===== src/sv/scp_pkg.sv =====
`default_nettype none

package scp_pkg;

    localparam logic [7:0] CMD_HELP   = 8'h68;
    localparam logic [7:0] CMD_INFO   = 8'h70;
    localparam logic [7:0] CMD_ANGLE  = 8'h64;
    localparam logic [7:0] CMD_LATCH  = 8'h44;
    localparam logic [7:0] ASCII_ZERO = 8'h30;
    localparam logic [7:0] DIGIT_MAX  = 8'd9;

    localparam logic [7:0] MAX_ANGLE_RESET = 8'd180;

    localparam logic [0:0] REG_MAX_ANGLE = 1'b0;

    localparam int unsigned DIGITS = 3;

    typedef enum logic [3:0] {
        EV_NONE      = 4'd0,
        EV_HELP      = 4'd1,
        EV_INFO      = 4'd2,
        EV_UNKNOWN   = 4'd3,
        EV_TOO_FEW   = 4'd4,
        EV_NO_LATCH  = 4'd5,
        EV_BAD_DIGIT = 4'd6,
        EV_RANGE     = 4'd7,
        EV_SET       = 4'd8
    } event_t;

    typedef struct packed {
        event_t      event_res;
        logic [9:0]  received_angle;
        logic [7:0]  current_angle;
    } result_t;

endpackage

`default_nettype wire


===== src/sv/scp_in_stage.sv =====
`default_nettype none

module scp_in_stage
    import scp_pkg::*;
(
    input  wire logic       aclk,
    input  wire logic       aresetn,
    input  wire logic       s_valid,
    output logic            s_ready,
    input  wire logic [7:0] s_rx_byte,
    input  wire logic       take,
    output logic            byte_valid,
    output logic [7:0]      byte_data
);

    logic       valid_reg;
    logic       valid_next;
    logic [7:0] byte_reg;

    // a held item leaves in the same cycle a new one comes in
    assign s_ready    = !valid_reg || take;
    assign valid_next = (s_valid && s_ready) || (valid_reg && !take);

    always_ff @(posedge aclk) begin
        if (!aresetn) begin
            valid_reg <= 1'b0;
        end else begin
            valid_reg <= valid_next;
        end
    end

    always_ff @(posedge aclk) begin
        if (s_valid && s_ready) begin
            byte_reg <= s_rx_byte;
        end
    end

    assign byte_valid = valid_reg;
    assign byte_data  = byte_reg;

endmodule

`default_nettype wire


===== src/sv/scp_parser.sv =====
`default_nettype none

module scp_parser
    import scp_pkg::*;
(
    input  wire logic       aclk,
    input  wire logic       aresetn,
    input  wire logic       step,
    input  wire logic [7:0] rx_byte,
    input  wire logic [7:0] max_angle,
    output result_t         result
);

    logic       collecting_reg;
    logic       collecting_next;
    logic [2:0] count_reg;
    logic [2:0] count_next;
    logic [7:0] stored_reg;
    logic [7:0] stored_next;
    logic [7:0] digit_reg [DIGITS];
    logic       digit_we;

    logic [7:0] off0;
    logic [7:0] off1;
    logic [7:0] off2;
    logic       all_digits;
    logic [9:0] angle;
    logic [1:0] digit_idx;

    assign off0 = digit_reg[0] - ASCII_ZERO;
    assign off1 = digit_reg[1] - ASCII_ZERO;
    assign off2 = digit_reg[2] - ASCII_ZERO;
    assign all_digits = (off0 <= DIGIT_MAX) && (off1 <= DIGIT_MAX) && (off2 <= DIGIT_MAX);

    assign angle = (10'(off0[3:0]) * 10'd100) + (10'(off1[3:0]) * 10'd10) + 10'(off2[3:0]);

    assign digit_idx = 2'(count_reg - 3'd1);

    always_comb begin
        collecting_next       = collecting_reg;
        count_next            = count_reg;
        stored_next           = stored_reg;
        digit_we              = 1'b0;
        result.event_res      = EV_NONE;
        result.received_angle = '0;
        if (!collecting_reg) begin
            case (rx_byte)
                CMD_HELP:  result.event_res = EV_HELP;
                CMD_INFO:  result.event_res = EV_INFO;
                CMD_ANGLE: begin
                    collecting_next = 1'b1;
                    count_next      = 3'd1;
                end
                default:   result.event_res = EV_UNKNOWN;
            endcase
        end else begin
            case (count_reg) inside
                [3'd1:3'd3]: begin
                    if (rx_byte == CMD_LATCH) begin
                        result.event_res = EV_TOO_FEW;
                        collecting_next  = 1'b0;
                        count_next       = '0;
                    end else begin
                        digit_we   = 1'b1;
                        count_next = count_reg + 3'd1;
                    end
                end
                3'd4: begin
                    collecting_next = 1'b0;
                    count_next      = '0;
                    if (rx_byte != CMD_LATCH) begin
                        result.event_res = EV_NO_LATCH;
                    end else if (!all_digits) begin
                        result.event_res = EV_BAD_DIGIT;
                    end else begin
                        result.received_angle = angle;
                        if (angle > {2'b00, max_angle}) begin
                            result.event_res = EV_RANGE;
                        end else begin
                            result.event_res = EV_SET;
                            stored_next      = angle[7:0];
                        end
                    end
                end
                default: begin
                    // count out of step with collecting
                    result.event_res = EV_BAD_DIGIT;
                    collecting_next  = 1'b0;
                    count_next       = '0;
                end
            endcase
        end
        result.current_angle = stored_next;
    end

    always_ff @(posedge aclk) begin
        if (!aresetn) begin
            collecting_reg <= 1'b0;
            count_reg      <= '0;
            stored_reg     <= '0;
        end else if (step) begin
            collecting_reg <= collecting_next;
            count_reg      <= count_next;
            stored_reg     <= stored_next;
        end
    end

    always_ff @(posedge aclk) begin
        if (step && digit_we) begin
            digit_reg[digit_idx] <= rx_byte;
        end
    end

endmodule

`default_nettype wire


===== src/sv/scp_out_stage.sv =====
`default_nettype none

module scp_out_stage
    import scp_pkg::*;
(
    input  wire logic    aclk,
    input  wire logic    aresetn,
    input  wire logic    load_valid,
    input  wire result_t load_data,
    output logic         load_ready,
    output logic         m_valid,
    input  wire logic    m_ready,
    output result_t      m_data
);

    logic    valid_reg;
    logic    valid_next;
    result_t data_reg;

    assign load_ready = !valid_reg || m_ready;
    assign valid_next = (load_valid && load_ready) || (valid_reg && !m_ready);

    always_ff @(posedge aclk) begin
        if (!aresetn) begin
            valid_reg <= 1'b0;
        end else begin
            valid_reg <= valid_next;
        end
    end

    always_ff @(posedge aclk) begin
        if (load_valid && load_ready) begin
            data_reg <= load_data;
        end
    end

    assign m_valid = valid_reg;
    assign m_data  = data_reg;

endmodule

`default_nettype wire


===== src/sv/servo_angle_command_parser_top.sv =====
`default_nettype none

// Servo angle command parser. Takes one received command byte per item and
// returns exactly one result item per byte: an event code, the decoded angle
// (nonzero only with the out-of-range and angle-set events) and the stored
// servo angle after that byte. Idle bytes 'h' and 'p' report help and info,
// 'd' opens an angle command of three ASCII digits closed by 'D'; anything
// else reports unknown. Each byte is registered at the input, decoded
// combinationally against the parser state and registered at the output,
// so a byte can be taken every clock cycle while the output is not stalled.
// The max_angle register (reset 180) sits at APB address 0 and should be
// written only while no byte is in flight.

module servo_angle_command_parser_top
    import scp_pkg::*;
(
    input  wire logic        aclk,
    input  wire logic        aresetn,

    input  wire logic        psel,
    input  wire logic        penable,
    input  wire logic        pwrite,
    input  wire logic [0:0]  paddr,
    input  wire logic [31:0] pwdata,
    output logic      [31:0] prdata,
    output logic             pready,

    input  wire logic        s_valid,
    output logic             s_ready,
    input  wire logic [7:0]  s_rx_byte,

    output logic             m_valid,
    input  wire logic        m_ready,
    output logic [3:0]       m_event_res,
    output logic [9:0]       m_received_angle,
    output logic [7:0]       m_current_angle
);

    logic [7:0] max_angle_reg;
    logic       byte_valid;
    logic [7:0] byte_data;
    logic       load_ready;
    logic       step;
    result_t    result;
    result_t    m_data;

    assign pready = 1'b1;

    always_ff @(posedge aclk) begin
        if (!aresetn) begin
            max_angle_reg <= MAX_ANGLE_RESET;
        end else if (psel && penable && pwrite && (paddr == REG_MAX_ANGLE)) begin
            max_angle_reg <= pwdata[7:0];
        end
    end

    assign prdata = (paddr == REG_MAX_ANGLE) ? {24'd0, max_angle_reg} : 32'd0;

    assign step = byte_valid && load_ready;

    scp_in_stage u_in_stage (
        .aclk       (aclk),
        .aresetn    (aresetn),
        .s_valid    (s_valid),
        .s_ready    (s_ready),
        .s_rx_byte  (s_rx_byte),
        .take       (load_ready),
        .byte_valid (byte_valid),
        .byte_data  (byte_data)
    );

    scp_parser u_parser (
        .aclk      (aclk),
        .aresetn   (aresetn),
        .step      (step),
        .rx_byte   (byte_data),
        .max_angle (max_angle_reg),
        .result    (result)
    );

    scp_out_stage u_out_stage (
        .aclk       (aclk),
        .aresetn    (aresetn),
        .load_valid (byte_valid),
        .load_data  (result),
        .load_ready (load_ready),
        .m_valid    (m_valid),
        .m_ready    (m_ready),
        .m_data     (m_data)
    );

    assign m_event_res      = m_data.event_res;
    assign m_received_angle = m_data.received_angle;
    assign m_current_angle  = m_data.current_angle;

endmodule

`default_nettype wire

===== config.mk =====
export PLATFORM = sky130hd
export DESIGN_NAME = servo_angle_command_parser_top
export DESIGN_NICKNAME = d
export VERILOG_FILES = /design/src/sv/scp_pkg.sv /design/src/sv/scp_in_stage.sv /design/src/sv/scp_parser.sv /design/src/sv/scp_out_stage.sv /design/src/sv/servo_angle_command_parser_top.sv
export SDC_FILE = /design/constraint.sdc
export NUM_CORES = 1
export LEC_CHECK = 0
export BUFFER_PORTS_ARGS = -buffer_cell sky130_fd_sc_hd__buf_2
export CORE_ASPECT_RATIO = 1.2
export CORE_UTILIZATION = 50
export CTS_BUF_LIST = sky130_fd_sc_hd__clkbuf_4
export DETAILED_ROUTE_END_ITERATION = 12
export GPL_TIMING_DRIVEN = 0
export PLACE_DENSITY = 0.79
export SLEW_MARGIN = 20
export SYNTH_ARGS = -nofsm -noshare
export SYNTH_HDL_FRONTEND = slang
export SYNTH_SLANG_ARGS = --single-unit

===== constraint.sdc =====
create_clock -name aclk -period 4.64 [get_ports aclk]
set_input_delay 0.928 -clock aclk [delete_from_list [all_inputs] [get_ports aclk]]
set_output_delay 0.928 -clock aclk [all_outputs]
set_load 0.03 [all_outputs]

==> metrics.cfg, run 1 <==
[power_and_ir_drop]
seqPwrFrac_pct = 56.0
ir_drop_uv = 259.1
leakagePower_nw = 2.100
finalPower_w = 0.001341
power_switching_w = 0.0003318
internal_power_w = 0.001009
pwr-share-clk_pct = 35.2
pwr-share-comb_pct = 8.8
switching_share_pct = 24.74
pwr_density_cell_nw_per_um2 = 274.9

[critical_path]
worstSetupStartpointType = flop
r2r_end = u_out_stage.m_data[1]$_DFFE_PP_
end_kind = flop
setup.worst_path.start = u_parser.digit_reg[1][3]$_DFFE_PP_
critPathMaxFanout = 10
setup.worst_path.end = u_out_stage.m_data[1]$_DFFE_PP_
r2r-start = u_parser.digit_reg[1][3]$_DFFE_PP_
cp.required_ns = 4.83
reg2reg_slack_ns = 0.15
r2r_cells = 14
cp.arrival_ns = 4.68
path_class = flop to flop

[yosys]
ys_seq_area_share_pct = 49.52
synth_cells = 368
synth_top_family_by_area = adder cells
synthArstFlopShare_pct = 0
synth_seq_cells = 76
synth-xor-area-share_pct = 2.314
synth.mux.area_fraction_pct = 3.816
synth_largest_area_cell = edfxtp_1
synth_area_leaders = edfxtp_1, ha_1, dfxtp_1
synth_area_um2 = 4164
synthSimpleGateAreaFrac_pct = 13.85
yosys_warnings = 0
synth-edff-count = 54
syn-mean-instance-area_um2 = 11.32
synthAdderAreaFrac_pct = 14.72
synthDistinctLibCells = 53
synth_compound_area_share_pct = 7.662
yosysTopAreaCellShare_pct = 38.94
synthFlopType = edfxtp_1

[cts]
htree_num_levels = 3
ctsLongestPathBuffers = 2
tritoncts = yes
cts_root_buffer = clkbuf_4
holdBufCountCts = 0
insertion_delay_ns = 0.43
cts_sinks = 76
cts_buffers = 9
clkTransAtPathRegs_ns = 0.13

[finish]
layout_common_cells = buf_2, edfxtp_1, ha_1, nand2_1
area_delta_synth_final_pct = 17.16
drive_above_1_share_pct = 25.43
fin_nets = 553
final_core_util_pct = 60.17
largest_reg_flops = 24
diodes = 0
final_cells = 559

[die]
start_util_pct = 51.36
die_h_um = 102.0
io_pins = 105
core_um2 = 8108
num_rows = 36
dieArea_um2 = 8698
die_w_um = 85.31

[drt]
wl_per_cell_um = 13.26
drc = 0
drt_iter0_drc = 94
viasPerCell = 5.136
drtPass1Iterations = 4
totalWireLength_mm = 7.411
vias = 2871
ant_nets = 0

[grt]
track_usage_pct = 17.64
grt_pass1_vias = 2654
grt_overflow_total = 0
grt_max_degree = 26
antenna_found_initial = 0
grt_pass1_wl_mm = 11.74

[timing]
finalSetupViolations = 0
slew_violations = 0
period_share_pct = 96.76
timing.fmax_mhz = 222.7
hold_viol_final = 0
fin_crit_ns = 4.490
fin_setup_tns_ns = 0
rsz0062_at_grt = false
clock-skew-final_ns = 0.01309
worst_slew_pin_slew_ns = 0.9193
relSlewSlack_pct = 38.65

[min_path]
hold_depth = 2
hp-class = flop to flop

[place]
gp_congestion = 0.8084
io_buffers = 54
dp.cells = 540
detailed_place_hpwl_mm = 5.704

[flow_run]
cap_violations = 0

[status]
status = completed

how the worst min path moves through the flow:
| stage | slack (ns) | end | from |
|---|---|---|---|
| global route | 0.49 | u_parser.stored_reg[1]$_SDFFE_PN0P_ | u_parser.stored_reg[1]$_SDFFE_PN0P_ |
| CTS | 0.47 | u_parser.stored_reg[7]$_SDFFE_PN0P_ | u_parser.stored_reg[7]$_SDFFE_PN0P_ |
| finish | 0.47 | u_parser.stored_reg[1]$_SDFFE_PN0P_ | u_parser.stored_reg[1]$_SDFFE_PN0P_ |
| global placement | 0.44 | u_parser.stored_reg[7]$_SDFFE_PN0P_ | u_parser.stored_reg[7]$_SDFFE_PN0P_ |
| floorplan | 0.43 | u_parser.stored_reg[0]$_SDFFE_PN0P_ | u_parser.stored_reg[0]$_SDFFE_PN0P_ |
| detailed placement | 0.44 | u_parser.stored_reg[7]$_SDFFE_PN0P_ | u_parser.stored_reg[7]$_SDFFE_PN0P_ |
power by group through the flow:
stage | clock (W) | combinational, W | sequential (W)
2_1_floorplan | 0 | 0.0000727 | 0.000782
3_3_place_gp | 0 | 0.000116 | 0.000765
3_5_place_dp | 0 | 0.000118 | 0.000766
4_1_cts | 0.000482 | 0.000118 | 0.000751
5_1_grt | 0.000505 | 0.000127 | 0.000752
6_report | 0.000472 | 0.000119 | 0.000751
synthesized netlist by cell type (2+ instances only):
| cell type | count |
|---|---|
| nor3_1 | 3 |
| o211ai_1 | 5 |
| nor2_1 | 23 |
| dfxtp_1 | 22 |
| a31oi_1 | 3 |
| a21o_1 | 4 |
| and4_1 | 2 |
| or3_1 | 2 |
| clkbuf_1 | 6 |
| and2_1 | 4 |
| a21oi_1 | 17 |
| fa_1 | 5 |
| xnor2_1 | 9 |
| ha_1 | 41 |
| xor2_1 | 2 |
| mux2i_1 | 8 |
| conb_1 | 2 |
| nand3b_1 | 2 |
| inv_1 | 28 |
| or4_4 | 2 |
| nand2_1 | 36 |
| mux2_2 | 7 |
| nor2b_1 | 11 |
| buf_4 | 25 |
| nand3_1 | 2 |
| a211oi_1 | 3 |
| edfxtp_1 | 54 |
| and4b_1 | 2 |
| o21ai_0 | 8 |
| nand2b_1 | 6 |
| o41ai_1 | 2 |
logic make-up (layout without fill, tap and decap cells):
group,count (synthesis),count (layout)
XOR/XNOR,11,11
multiplexers,15,15
buffers and inverters,61,134
adder cells (fa/ha/maj),46,46
AND/OR/NAND/NOR,107,107
other,2,25
flip-flops,76,76
AO/OA/AOI/OAI,50,50
cell type report:
cell class	count	area, µm²
Fill cell	666	3229
Sequential cell	76	2062
Multi-Input combinational cell	254	1903
Timing Repair Buffer	57	292.8
Buffer	32	221.5
Tap cell	95	118.9
Inverter	29	108.9
Clock inverter	6	96.34
Clock buffer	10	75.07
metal layers:
metal	up-vias	track usage [%]	routed length [µm]
li1	1428	-	-
met1	1344	19.80	3097
met2	84	32.75	3863
met3	15	3.150	298
met4	0	8.077	152
met5	-	0	0
critical path, cell delays in order (launching register included):
cell and delay, ns:
edfxtp_1 0.46, ha_1 0.30, ha_1 0.24, fa_2 0.54, ha_1 0.23, ha_1 0.36, xnor2_1 0.36, ha_1 0.33
and4_1 0.22, o21ai_0 0.09, a41o_1 0.21, nand2_2 0.11, or3_4 0.37, buf_6 0.15, mux2_2 0.28
stage by stage:
stage	cell area (µm²)	hold slack [ns]	setup slack, ns
5_1_grt	4878	0.4885	0.004255
4_1_cts	4828	0.4684	0.01994
2_1_floorplan	4250	0.4313	0.2102
6_report	4878	0.4672	0.1503
3_3_place_gp	4639	0.4383	-0.1717
3_5_place_dp	4639	0.4426	-0.2445
timing repair:
| action | 4_1_cts | 5_1_grt |
|---|---|---|
| buffers inserted | 2 | 1 |
| resized for setup | 2 | 7 |
| endpoints found under the setup margin | 17 | 17 |
| pin swaps | 1 | 5 |
(Power assumes the default switching activity.)
==> inputs of run 2 (changes only) <==
PLACE_DENSITY = 0.76   (was 0.79)
clock period = 5.7 ns   (was 4.64 ns; I/O delays follow)
==> run 2 against run 1 <==
Sequential power down 19%. Critical path depth rose by 3. Register-to-register slack gained 0.70 ns. Die area stayed put. Clock skew rose by 0.0048 ns. Via count shrank 1.4%. Largest power group unchanged.
==> metrics.cfg, run 2 (synthesized netlist as in run 1, its figures left out) <==
[drt]
drt_iter0_drc = 69  ; -27%
totalWireLength_mm = 7.262  ; -2.0%
vias = 2830  ; -1.4%
wl_per_cell_um = 13.06  ; -1.5%
drc = 0  ; unchanged
viasPerCell = 5.090  ; -0.90%
drtPass1Iterations = 4  ; unchanged
ant_nets = 0  ; unchanged

[timing]
fin_setup_tns_ns = 0  ; unchanged
slew_violations = 0  ; unchanged
relSlewSlack_pct = 39.39  ; +0.75 points
finalSetupViolations = 0  ; unchanged
rsz0062_at_grt = false
fin_crit_ns = 4.849  ; +0.3597 ns
worst_slew_pin_slew_ns = 0.9081  ; -0.01119 ns
hold_viol_final = 0  ; unchanged
timing.fmax_mhz = 206.2  ; -7.4%
clock-skew-final_ns = 0.01787  ; +0.004778 ns
period_share_pct = 85.08  ; -12 points

[cts]
cts_root_buffer = clkbuf_4
cts_setup_buffers = 0  ; -2
holdBufCountCts = 0  ; unchanged
htree_num_levels = 3  ; unchanged
tritoncts = yes
cts-resized-gates = 0  ; -2
cts_buffers = 9  ; unchanged
cts_sinks = 76  ; unchanged
clkTransAtPathRegs_ns = 0.13  ; about the same
insertion_delay_ns = 0.41  ; -0.02 ns
ctsLongestPathBuffers = 2  ; unchanged

[power_and_ir_drop]
pwr_density_cell_nw_per_um2 = 224.7  ; -18%
leakagePower_nw = 2.066  ; -1.6%
ir_drop_uv = 182.9  ; -29%

[min_path]
hp-class = flop to flop
hold_depth = 2  ; unchanged

[die]
io_pins = 105  ; unchanged
dieArea_um2 = 8698  ; unchanged
num_rows = 36  ; unchanged
core_um2 = 8108  ; unchanged
die_h_um = 102.0  ; unchanged
die_w_um = 85.31  ; unchanged
start_util_pct = 51.36  ; unchanged

[status]
status = completed

[finish]
diodes = 0  ; unchanged
fin_nets = 550  ; -0.54%
final_cell_area_um2 = 4805  ; -1.5%
area_delta_synth_final_pct = 15.38
largest_reg_flops = 24  ; unchanged
fill_cells = 681  ; +2.3%
layout_common_cells = buf_2, edfxtp_1, ha_1, nand2_1, inv_1
drive_above_1_share_pct = 23.21  ; -2.2 points

[grt]
grt_pass1_vias = 2679  ; +0.94%
track_usage_pct = 17.58  ; -0.055 points
grt_max_degree = 26  ; unchanged
grt_overflow_total = 0  ; unchanged
grt_pass1_wl_mm = 11.90  ; +1.4%
antenna_found_initial = 0  ; unchanged

[place]
gp_congestion = 0.8056  ; -0.35%
detailed_place_hpwl_mm = 5.641  ; -1.1%
post_dp_cell_area_um2 = 4639  ; unchanged
io_buffers = 54  ; unchanged

[critical_path]
critPathMaxFanout = 10  ; unchanged
cp.arrival_ns = 5.00  ; +0.32 ns
worstSetupStartpointType = flop
r2r_cells = 17  ; +3
cp.required_ns = 5.85  ; +1.02 ns
end_kind = flop
path_class = flop to flop

[flow_run]
cap_violations = 0  ; unchanged

## run 2: path summary, 6_finish.rpt
check	from	end	slack, ns
worst min register to register	u_parser.stored_reg[0]$_SDFFE_PN0P_	u_parser.stored_reg[0]$_SDFFE_PN0P_	0.46
worst min-delay path	u_parser.stored_reg[0]$_SDFFE_PN0P_	u_parser.stored_reg[0]$_SDFFE_PN0P_	0.46
worst max-delay path	u_parser.digit_reg[1][1]$_DFFE_PP_	u_out_stage.m_data[0]$_DFFE_PP_	0.85
worst max register to register	u_parser.digit_reg[1][1]$_DFFE_PP_	u_out_stage.m_data[0]$_DFFE_PP_	0.85
## run 2: stage by stage
step	util, %	power, W	std cells	setup WS (ns)	hold WS (ns)
after floorplan	-	0.0006956	391	1.270	0.4313
after global placement	57.22	0.0007172	540	0.8862	0.4383
after detailed placement	57.22	0.0007188	540	0.8555	0.4512
after CTS	59.26	0.001085	556	0.8215	0.4682
after global routing	59.26	0.001119	556	0.5416	0.4831
final	59.26	0.001080	556	0.8506	0.4648
## run 2: area by class of cell
type	count	area (µm²)	area share, %
well taps	95	118.9	2.474
clock inverters	7	97.59	2.031
clock buffers	9	67.56	1.406
inverters	29	108.9	2.266
flip-flops and latches	76	2062	42.92
multi-input cells	254	1858	38.67
repair buffers	54	270.3	5.625
plain buffers	32	221.5	4.609
## run 2: worst max-delay path, stage by stage (launching register included)
cell       delay [ns]
edfxtp_1         0.46
ha_1             0.33
ha_1             0.24
fa_1             0.41
xor2_1           0.16
ha_1             0.29
ha_1             0.35
a21oi_1          0.16
o21ai_0          0.15
xnor2_1          0.37
ha_1             0.33
and4_1           0.21
o2bb2ai_1        0.11
a41o_1           0.20
nand2_1          0.19
or3_1            0.15
buf_6            0.15
mux2_2           0.35
## run 2: power by group
part	leakage [nW]	switching [W]	internal, W
clock	0.0829	0.000193	0.000180
combinational	1.32	0.0000654	0.0000306
sequential	0.662	0.00000769	0.000603
## run 2: metal layers
layer,track usage (%),up-vias,routed length [µm]
met2,32.32,70,3778
met5,0,-,0
met4,6.282,0,80
li1,-,1426,-
met1,20.75,1328,3160
met3,3.150,6,243
